File: config.mk
export PLATFORM = sky130hd
export DESIGN_NAME = bba_ctrl
export DESIGN_NICKNAME = d
export VERILOG_FILES = /design/src/design/bba_pkg.sv /design/src/design/bba_ctrl.sv
export SDC_FILE = /design/constraint.sdc
export NUM_CORES = 1
export LEC_CHECK = 0
export ABC_AREA = 1
export BUFFER_PORTS_ARGS = -buffer_cell sky130_fd_sc_hd__buf_4
export CAP_MARGIN = 20
export CELL_PAD_IN_SITES_DETAIL_PLACEMENT = 1
export CELL_PAD_IN_SITES_GLOBAL_PLACEMENT = 1
export CORE_ASPECT_RATIO = 0.8
export CORE_UTILIZATION = 38
export CTS_CLUSTER_DIAMETER = 30
export CTS_CLUSTER_SIZE = 10
export DETAILED_ROUTE_END_ITERATION = 7
export PLACE_DENSITY_LB_ADDON = 0.1
export SLEW_MARGIN = 20
export SYNTH_ARGS = -nofsm -noshare
export SYNTH_HDL_FRONTEND = slang
export SYNTH_SLANG_ARGS = --single-unit
File: constraint.sdc
create_clock -name clk_i -period 3.59 [get_ports clk_i]
set_input_delay 0.8975 -clock clk_i [delete_from_list [all_inputs] [get_ports clk_i]]
set_output_delay 0.8975 -clock clk_i [all_outputs]
set_load 0.02 [all_outputs]
File: src/design/bba_pkg.sv
// shared types and constants for the buddy block allocator
// used by bba_ctrl, bba_datapath and buddy_block_allocator_core
package bba_pkg;

  localparam int ARENA_BYTES = 4096;
  localparam int LEVELS      = $clog2(ARENA_BYTES);
  localparam int OFF_W       = LEVELS;
  localparam int SIZE_W      = LEVELS + 1;
  localparam int IDX_W       = LEVELS + 1;
  localparam int DEPTH_W     = $clog2(LEVELS + 1);
  localparam int NODES       = 2 * ARENA_BYTES;

  typedef enum logic [1:0] {
    ND_UNUSED = 2'd0,
    ND_FREE   = 2'd1,
    ND_USED   = 2'd2,
    ND_SPLIT  = 2'd3
  } node_e;

  typedef enum logic {
    REQ_ALLOC = 1'b0,
    REQ_FREE  = 1'b1
  } req_e;

  typedef enum logic [1:0] {
    RST_DONE   = 2'd0,
    RST_NOFIT  = 2'd1,
    RST_BADOFF = 2'd2
  } resp_e;

  // movement of the current node index
  typedef enum logic [2:0] {
    IX_HOLD = 3'd0,
    IX_LEFT = 3'd1,
    IX_OFF  = 3'd2,
    IX_UP   = 3'd3,
    IX_NEXT = 3'd4
  } idx_op_e;

  typedef enum logic [1:0] {
    WS_SELF   = 2'd0,
    WS_RIGHT  = 2'd1,
    WS_PARENT = 2'd2
  } wr_sel_e;

  typedef enum logic [2:0] {
    RS_NONE   = 3'd0,
    RS_GRANT  = 3'd1,
    RS_NOFIT  = 3'd2,
    RS_BADOFF = 3'd3,
    RS_OK     = 3'd4
  } res_op_e;

  typedef struct packed {
    logic    load;
    logic    rd;
    logic    rd_sib;
    logic    wr;
    wr_sel_e wr_sel;
    node_e   wr_val;
    idx_op_e idx_op;
    res_op_e res_op;
    logic    publish;
  } cmd_t;

  typedef struct packed {
    node_e node_st;
    node_e root_st;
    logic  is_root;
    logic  idx_odd;
    logic  at_want;
    logic  last_split;
    logic  oversize;
    logic  req_free;
    logic  off_aligned;
    logic  out_free;
  } dp_stat_t;

endpackage

File: src/design/bba_ctrl.sv
// controller of the buddy block allocator: search, split, lookup and merge sequencing
// depends on bba_pkg
module bba_ctrl (
  input  logic              clk_i,
  input  logic              rst_ni,
  input  logic              in_valid_i,
  output logic              in_stall_o,
  input  bba_pkg::dp_stat_t stat_i,
  output bba_pkg::cmd_t     cmd_o
);
  import bba_pkg::*;

  typedef enum logic [12:0] {
    S_IDLE  = 13'b0000000000001,
    S_START = 13'b0000000000010,
    S_A_RD  = 13'b0000000000100,
    S_A_EV  = 13'b0000000001000,
    S_A_UP  = 13'b0000000010000,
    S_A_SPL = 13'b0000000100000,
    S_A_SIB = 13'b0000001000000,
    S_A_USE = 13'b0000010000000,
    S_F_RD  = 13'b0000100000000,
    S_F_EV  = 13'b0001000000000,
    S_F_MRD = 13'b0010000000000,
    S_F_MEV = 13'b0100000000000,
    S_DONE  = 13'b1000000000000
  } state_e;

  state_e state_q, state_d;

  always_comb begin
    state_d = state_q;
    cmd_o   = '0;
    unique case (state_q)
      S_IDLE: begin
        if (in_valid_i) begin
          cmd_o.load = 1'b1;
          state_d    = S_START;
        end
      end
      S_START: begin
        if (!stat_i.req_free) begin
          if (stat_i.oversize) begin
            cmd_o.res_op = RS_NOFIT;
            state_d      = S_DONE;
          end else begin
            cmd_o.rd = 1'b1;
            state_d  = S_A_EV;
          end
        end else if (stat_i.root_st != ND_SPLIT) begin
          // unsplit root: any free releases the whole arena
          cmd_o.wr     = 1'b1;
          cmd_o.wr_val = ND_FREE;
          cmd_o.res_op = RS_OK;
          state_d      = S_DONE;
        end else begin
          cmd_o.idx_op = IX_OFF;
          state_d      = S_F_RD;
        end
      end
      S_A_RD: begin
        cmd_o.rd = 1'b1;
        state_d  = S_A_EV;
      end
      S_A_EV: begin
        if (stat_i.node_st == ND_FREE) begin
          state_d = stat_i.at_want ? S_A_USE : S_A_SPL;
        end else if (stat_i.node_st == ND_SPLIT && !stat_i.at_want) begin
          cmd_o.idx_op = IX_LEFT;
          state_d      = S_A_RD;
        end else begin
          state_d = S_A_UP;
        end
      end
      S_A_UP: begin
        // climb past right children, then step to the next sibling
        if (stat_i.is_root) begin
          cmd_o.res_op = RS_NOFIT;
          state_d      = S_DONE;
        end else if (stat_i.idx_odd) begin
          cmd_o.idx_op = IX_UP;
        end else begin
          cmd_o.idx_op = IX_NEXT;
          state_d      = S_A_RD;
        end
      end
      S_A_SPL: begin
        cmd_o.wr     = 1'b1;
        cmd_o.wr_val = ND_SPLIT;
        state_d      = S_A_SIB;
      end
      S_A_SIB: begin
        cmd_o.wr     = 1'b1;
        cmd_o.wr_sel = WS_RIGHT;
        cmd_o.wr_val = ND_FREE;
        cmd_o.idx_op = IX_LEFT;
        state_d      = stat_i.last_split ? S_A_USE : S_A_SPL;
      end
      S_A_USE: begin
        cmd_o.wr     = 1'b1;
        cmd_o.wr_val = ND_USED;
        cmd_o.res_op = RS_GRANT;
        state_d      = S_DONE;
      end
      S_F_RD: begin
        cmd_o.rd = 1'b1;
        state_d  = S_F_EV;
      end
      S_F_EV: begin
        if (stat_i.node_st == ND_SPLIT) begin
          cmd_o.idx_op = IX_OFF;
          state_d      = S_F_RD;
        end else if (stat_i.off_aligned) begin
          cmd_o.wr     = 1'b1;
          cmd_o.wr_val = ND_FREE;
          state_d      = S_F_MRD;
        end else begin
          cmd_o.res_op = RS_BADOFF;
          state_d      = S_DONE;
        end
      end
      S_F_MRD: begin
        if (stat_i.is_root) begin
          cmd_o.res_op = RS_OK;
          state_d      = S_DONE;
        end else begin
          cmd_o.rd     = 1'b1;
          cmd_o.rd_sib = 1'b1;
          state_d      = S_F_MEV;
        end
      end
      S_F_MEV: begin
        // free buddy: the parent becomes one free block
        if (stat_i.node_st == ND_FREE) begin
          cmd_o.wr     = 1'b1;
          cmd_o.wr_sel = WS_PARENT;
          cmd_o.wr_val = ND_FREE;
          cmd_o.idx_op = IX_UP;
          state_d      = S_F_MRD;
        end else begin
          cmd_o.res_op = RS_OK;
          state_d      = S_DONE;
        end
      end
      S_DONE: begin
        if (stat_i.out_free) begin
          cmd_o.publish = 1'b1;
          state_d       = S_IDLE;
        end
      end
      default: state_d = S_IDLE;
    endcase
  end

  always_ff @(posedge clk_i or negedge rst_ni) begin
    if (!rst_ni) begin
      state_q <= S_IDLE;
    end else begin
      state_q <= state_d;
    end
  end

  assign in_stall_o = (state_q != S_IDLE);

endmodule

==> Word level (Yosys, flattened, before mapping) <==
Index checks and enable logic that the tools add are counted.
{ "op_classes": {"n_addsub": 0, "n_mul": 0, "div": 0, "order_cmp": 0, "n_eq_ne": 20, "shift": 0, "mux": 53, "bitwise": 0, "n_reduce_logical": 5} }
{ "op_table": {"columns": ["op", "count"], "rows": [
  ["$pmux 13 s13", 1],
  ["$mux 13", 12],
  ["$pmux 3 s6", 2],
  ["$mux 8", 3],
  ["$mux 3", 6],
  ["$mux 1", 16],
  ["$mux 2", 7],
  ["$eq 13x1->1 const B", 1],
  ["$eq 13x10->1 const B", 1],
  ["$eq 13x11->1 const B", 1],
  ["$eq 13x12->1 const B", 1],
  ["$eq 13x13->1 const B", 1],
  ["$eq 13x2->1 const B", 1],
  ["$eq 13x3->1 const B", 1],
  ["$eq 13x4->1 const B", 1],
  ["$eq 13x5->1 const B", 1],
  ["$eq 13x6->1 const B", 1],
  ["$eq 13x7->1 const B", 1],
  ["$eq 13x8->1 const B", 1],
  ["$eq 13x9->1 const B", 1],
  ["$ne 13x1->1 const B", 1],
  ["$pmux 2 s6", 1],
  ["$ne 2x2->1 const B", 3],
  ["$mux 5", 1],
  ["12 further kinds", 12]
]} }
{ "totals": {"ff_bits": 13, "latchBits": 0, "mem_bits_rw": 0, "romBits": 0, "input_bits": 15, "wordCells": 79, "mem_count": 0} }

==> Logic depth before layout (Yosys ltp) <==
Gate-level depths: netlist of the first run.
{ "logic_depth": {"depth_word": 5, "ltp_mapped": 11} }

==> Least setup slack after synthesis of the first run <==
OpenSTA, ideal clock, no wires.
{ "synth_timing": {"kind": "input -> output", "start": "input port stat_i[11] in the netlist's numbering", "end": "output port cmd_o[11] in the netlist's numbering", "arrival_time_ns": 1.570, "setup_slack_ns": 1.123, "stages": 5, "path_cell_list": "inv_1 nand2_1 nor2_2 a21oi_1 nand4_1"} }
{ "synth_lines": {"columns": ["item", "line_no", "text"], "rows": [
  ["start, declared", "bba_ctrl.sv:8", "input bba_pkg::dp_stat_t stat_i,"],
  ["end, declared", "bba_ctrl.sv:9", "output bba_pkg::cmd_t cmd_o"]
]} }

==> metrics.md, run 1 <==
| Metric | Value |
|---|---|
| Routability cong. | 0.877 |
| Share of cells above drive strength 1 | 30.9% |
| Cell count after placement | 220 |
| CTS tree | done |
| Synth-to-Final Area Change | 28.4% |
| Period utilization | 76.9% |
| Clock Latency Late Sink | 290 ps |
| Final-report hold violation count | 0 |
| Die Y | 48.9 um |
| XOR/XNOR Fraction of Synth Area | 0% |
| Remaining global-route overflow | 0 |
| Fin Setup TNS | 0 ps |
| Post-route ant nets | 0 |
| Slew @ Worst Pin | 295 ps |
| Warnings, synthesis | 0 |
| Post-Synthesis Cells | 154 |
| Int Pwr | 0.307 mW |
| Setup Skew | 8.87 ps |
| Largest Register | state_q |
| Final Power | 0.550 mW |
| Num rows | 16 |
| DRC errors left | 0 |
| Largest family of logic cells by synthesized area | simple AND/OR/NAND/NOR gates |
| Area fraction of the dominant cell type after synthesis | 28.7% |
| Hold_buf cts | 0 |
| Fin. max-slew vios | 0 |
| CP required | 2690 ps |
| Min-Delay Path Class | input pin to asynchronous set/reset pin |
| Post-synth top cells | 33 x nand2_1, 30 x nor2_1, 26 x inv_1, 13 x nand3_1, 12 x dfrtp_1 |
| Synthesized area | 1040 um2 |
| Synth Net Count | 169 |
| Slew margin rel. | 80.2% |
| DR pass1 iterations | 4 |
| Yosys cell types | 26 |
| CTS max path bufs | 2 |
| Vias | 1,133 |
| Area leader, netlist | dfrtp_1 |
| Vias in the first global route | 1,193 |
| Total clock sinks | 13 |
| CTS clk-pin slew, worst paths | 90 ps |
| Worst Path Arrival | 1860 ps |
| Largest registers | state_q (13) |
| Max-cap check violation count | 0 |
| Core Area | 2520 um2 |
| Multi-input logic area | 607 um2 |
| CTS Root Cell | clkbuf_4 |
| Startpoint type of the worst setup path | register |
| Sequential power share | 33.2% |
| WS Path Type | register to output port |
| Sw power | 0.243 mW |
| Crit-path cells | nor2_4 -> nand3_2 -> inv_4 -> nand3_1 -> a21oi_1 -> inv_1 -> nand4_1 -> buf_4 |
| Clock network fraction of design power | 17.4% |
| RSZ-0062 raised after global routing | no |
| Pwr/cell area | 410 nW/um2 |
| Nets | 204 |
| Critical path capture point type | output port |
| Mux contribution to synthesized area | 0% |
| GRT Util Overall | 24.5% |
| First DRT Iteration DRCs | 27 |
| Port Buf Inserts | 30 |
| Async set or reset register ratio after synthesis | 100% |
| Compound-Gate Fraction of Synth Area | 5.87% |
| First-pass GRT wire length | 5350 um |
| Final-layout fill cell count | 360 |
| WL/cell | 14.0 um |
| Antenna fix cells | 0 |
| Setup Viol. Count Final | 0 |
| Number of flip-flops under the largest register name | 13 |
| Post-synthesis adder-cell area fraction | 0% |
| Initial antenna violation count | 0 |
| Detailed Place HPWL | 2620 um |
| Final wirelength | 3130 um |
| Initial Utilization | 41.4% |
| Max frequency | 362 MHz |
| Peak supply drop | 171 uV |
| Synth top area cells | dfrtp_1 29%, nand2_1 12%, nor2_1 11% |
| Post-Synth Simple-Gate Area | 52.2% |
| Final Util | 53.2% |
| Tmin final | 2760 ps |
| Post-CTS setup-driven buffer insertion count | 0 |
| Part of the power in combinational logic | 49.4% |
| CP max stage delay | 440 ps |
| I/O pin count | 31 |
| Die area | 2960 um2 |
| Die Wd | 60.6 um |
| Max stage delay cell, worst path | dfrtp_1 |
| #FFs+latches synth | 13 |
| Number of CTS-inserted buffers | 3 |
| Sw Ratio | 44.3% |
| FF+latch area | 327 um2 |
| Most frequent cell after synthesis | nand2_1 |
| H-tree levels | 1 |
| EDFF count, synth | 0 |
| Largest net degree at the start of global routing | 14 |
| Register area share after synthesis | 31.3% |
| Predominant post-synthesis flop cell | dfrtp_1 |
| CTS resizes | 0 |
| Critical path peak fanout | 8 |
| Vias per inst | 5.06 |
| Static leakage | 0.786 nW |
| Status | complete, no violations |
| Post-route insts no fill | 224 |
| Post-Syn Area per Cell | 6.78 um2 |
==> worst paths after layout <==
| kind | startpoint | end | slack [ps] | cells past startpoint |
|---|---|---|---|---|
| max in group asynchronous | rst_ni | state_q[0] | 2900 | 1 |
| min in group clk_i | state_q[9] | state_q[9] | 640 | 3 |
| worst max-delay path | state_q[10] | cmd_o[11] | 830 | 8 |
| worst min register to register | state_q[9] | state_q[9] | 640 | 3 |
| worst max register to register | state_q[10] | state_q[2] | 2040 | 8 |
| worst min-delay path | rst_ni | state_q[6] | 440 | 1 |
==> cell type report <==
cell class	instances	share of cell area, %
repair buffers	30	16.8
multi-input cells	112	45.2
flip-flops and latches	13	24.3
clock buffers	4	1.96
inverters	29	8.30
well taps	36	3.36
==> metrics by stage <==
stage | worst slack [ps] | hold slack (ps) | area (um2)
finish | 829 | 440 | 1340
global placement | 1030 | 620 | 1320
CTS | 831 | 440 | 1340
global route | 653 | 435 | 1340
detailed placement | 988 | 642 | 1320
floorplan | 1120 | 555 | 1040
==> layout by cell type, fill, tap and decap left out, drive strengths merged <==
master and n:
a21oi 3, a32o 1, buf 30, clkbuf 4
dfrtp 12, dfstp 1, inv 29, nand2 38
nand3 15, nand3b 1, nand4 4, nor2 42
nor3 2, o21ai 2, o22ai 1, o31ai 1
o32ai 1, or3 1
==> critical path: cells and delay by family, from the launching register on <==
family	cells	cell delay (ps)
simple gates	4	570
flops	1	440
buf+inv	3	360
compound gates	1	200
==> power groups by stage <==
stage               clock (mW)  sequential (mW)  combinational, mW
finish                  0.0957            0.183              0.272
global route             0.107            0.185              0.298
CTS                     0.0983            0.183              0.274
detailed placement           0            0.186              0.272
global placement             0            0.183              0.266
floorplan                    0            0.181              0.191
==> cell families after synthesis <==
kind of cell / count (synthesis)
AOI/OAI and AO/OA: 9
and+or+nand+nor: 103
buffers and inverters: 29
DFF: 13
==> metal layers <==
layer	global-route usage [%]	up-vias	part of all wire, %
li1	-	549	-
met1	31.1	538	46
met2	40.1	37	47
met3	6.10	9	5.6
met4	7.95	0	2.1
met5	0	-	0
Note: power is estimated with default switching activity, not from simulation.
==> run 2: changes to the inputs <==
Settings changed: ABC_AREA 1 to 0, CORE_UTILIZATION 38 to 34.
Clock period 3.59 ns to 2.5 ns, I/O delays scaled along.
==> metrics.md, run 2 <==
| Metric | Value |
|---|---|
| Startpoint type of the worst setup path | register |
| I/O pin count | 31 |
| RR Startpoint | state_q[11] |
| Final-layout fill cell count | 375 |
| Warnings, synthesis | 0 |
| WS Path Type | register to output port |
| Synthesized area | 1190 um2 |
| Int Pwr | 0.810 mW |
| Clock Latency Late Sink | 270 ps |
| Clock network fraction of design power | 15.3% |
| Most common cell after layout, fill and taps aside | buf_4 |
| #FFs+latches synth | 13 |
| Initial Utilization | 37.1% |
| FF+latch area | 333 um2 |
| CTS max path bufs | 2 |
| CP required | 1880 ps |
| GRT Util Overall | 33.4% |
| Period utilization | 112% |
| Sequential power share | 17.7% |
| Synth Net Count | 162 |
| Max-cap check violation count | 0 |
| Pwr/cell area | 675 nW/um2 |
| First-pass GRT wire length | 8510 um |
| Hold_buf cts | 0 |
| H-tree levels | 1 |
| Setup Skew | 5.88 ps |
| Final-report hold violation count | 0 |
| Area fraction of the dominant cell type after synthesis | 25.1% |
| DR pass1 iterations | 4 |
| Register area share after synthesis | 27.3% |
| Largest registers | state_q (13) |
| Vias in the first global route | 1,543 |
| First DRT Iteration DRCs | 167 |
| Max frequency | 358 MHz |
| Post-route ant nets | 0 |
| CTS Root Cell | clkbuf_8 |
| Number of CTS-inserted buffers | 3 |
| Worst Path Arrival | 2170 ps |
| Most frequent cell after synthesis | nor2_1 |
| Routability cong. | 0.882 |
| Yosys cell types | 53 |
| Violated checks | negative setup slack |
| Core Area | 3220 um2 |
| Die Wd | 68.3 um |
| EDFF count, synth | 0 |
| CTS clk-pin slew, worst paths | 70 ps |
| Port Buf Inserts | 30 |
| Largest net degree at the start of global routing | 14 |
| Final Worst Setup Slack | -293 ps |
| Setup Viol. Count Final | 13 |
| Remaining global-route overflow | 0 |
| Final wirelength | 7000 um |
| Post-Syn Area per Cell | 8.13 um2 |
| Die Y | 55.0 um |
| Num rows | 18 |
| DRC errors left | 0 |
| Predominant post-synthesis flop cell | dfrtp_1 |
| Setup slack, reg-to-reg | 330 ps |
| Sw power | 0.640 mW |
| Detailed Place HPWL | 3640 um |
| Critical path peak fanout | 3 |
| Vias per inst | 6.32 |
| Nets | 241 |
| Slew margin rel. | 72.6% |
| Critical Path Start | state_q[4] |
| Vias | 1,676 |
| Synth top area cells | dfrtp_1 25%, nand3_1 5.0%, nor2_1 4.4% |
| Status | finished, violations left |
| WL/cell | 26.4 um |
| Final Util | 66.7% |
| CTS tree | done |
| Peak supply drop | 319 uV |
| Post-synth top cells | 14 x nor2_1, 12 x dfrtp_1, 12 x nand3_1, 10 x nand2_1, 7 x nor3_1 |
| Initial antenna violation count | 0 |
| Synth-to-Final Area Change | 79.8% |
| Min-Delay Path Class | input pin to asynchronous set/reset pin |
| Tmin final | 2790 ps |
| R2r endpoint | state_q[2] |
| Critical path capture point type | output port |
| Async set or reset register ratio after synthesis | 100% |
| Sw Ratio | 44.1% |
| RSZ-0062 raised after global routing | yes |
| Highest-count cells in the layout ignoring fill and taps | 68 x buf_4, 16 x buf_6, 11 x nor2_1, 9 x nand3_1 |
| Number of flip-flops under the largest register name | 13 |
| Area leader, netlist | dfrtp_1 |
| Antenna fix cells | 0 |
| Static leakage | 0.983 nW |
| Die area | 3760 um2 |
| Share of cells above drive strength 1 | 61.3% |
| Slew @ Worst Pin | 409 ps |
| Multi-input logic area | 1010 um2 |
| Worst R2R Path Depth | 6 |
| Fin. max-slew vios | 0 |
| Part of the power in combinational logic | 67.0% |
| Post-Synthesis Cells | 147 |
| Largest Register | state_q |
| Placement Setup Slack | 20.3 ps |
| Total clock sinks | 13 |
## run 2: cell count changes after synthesis, moves of 4 or more
cell	before	now
buf_2	0	6
inv_1	26	4
nand2_1	33	10
nand2b_1	0	4
nor2_1	30	14
nor2_4	7	0
nor3_1	1	7
nor3b_1	0	4
nor4_1	0	4
xor2_1	0	4
## run 2: cell families (layout without fill, tap and decap cells)
logic type	Yosys count	after routing	share of synthesized area (%)
compound gates	29	29	19.2
simple gates	85	85	42.7
xor+xnor	5	5	3.66
mux	1	1	0.838
buf+inv	14	92	6.28
flops	13	13	27.3
## run 2: through the flow
stage	total power [mW]	hold WS, ps	instance area (um2)	setup TNS, ps	instances
detailed placement	0.868	491	1590	0	231
global placement	0.847	486	1590	0	231
CTS	1.22	220	1940	-1330	251
finish	1.45	203	2150	-2190	265
global route	1.48	211	2150	-2770	265
floorplan	0.595	329	1200	0	147
## run 2: metal layers
metal / wire length (um) / vias to the layer above / global-route usage [%]
met3: 511 / 34 / 6.35
met4: 290 / 0 / 16.7
met2: 3330 / 91 / 57.2
met1: 2870 / 846 / 40.2
li1: - / 705 / -
met5: 0 / - / 0
## run 2: power by group through the flow
stage | Combinational [mW] | Clock, mW | Sequential [mW]
finish | 0.971 | 0.221 | 0.257
global route | 1.00 | 0.222 | 0.257
CTS | 0.764 | 0.206 | 0.252
detailed placement | 0.612 | 0 | 0.255
global placement | 0.593 | 0 | 0.254
floorplan | 0.327 | 0 | 0.269
## run 2: worst max path at each step
stage,to,slack [ps],cells past startpoint
floorplan,cmd_o[14],40,5
global route,cmd_o[2],-340,7
global placement,cmd_o[7],30,6
CTS,cmd_o[7],-220,6
finish,cmd_o[4],-290,8
detailed placement,cmd_o[7],20,6
## run 2: timing repair
action	in CTS	in global routing
pin swaps	11	13
endpoints found under the setup margin	15	16
setup buffers	16	15
hold endpoints to repair	0	0
resized for setup	42	24
## run 2: critical path, cell delays in order, from the launching register on
cell	delay (ps)
dfrtp_1	420
buf_6	130
nor4_4	300
buf_4	190
nand2b_4	60
or2_2	300
a21o_1	260
nand3_2	110
buf_6	120
## run 2: cell type report
class                   count  share of cell area [%]
multi-input cells         120                    47.2
repair buffers             84                    32.1
flip-flops and latches     13                    15.5
well taps                  40                    2.33
clock buffers               4                    2.10
inverters                   4                   0.699
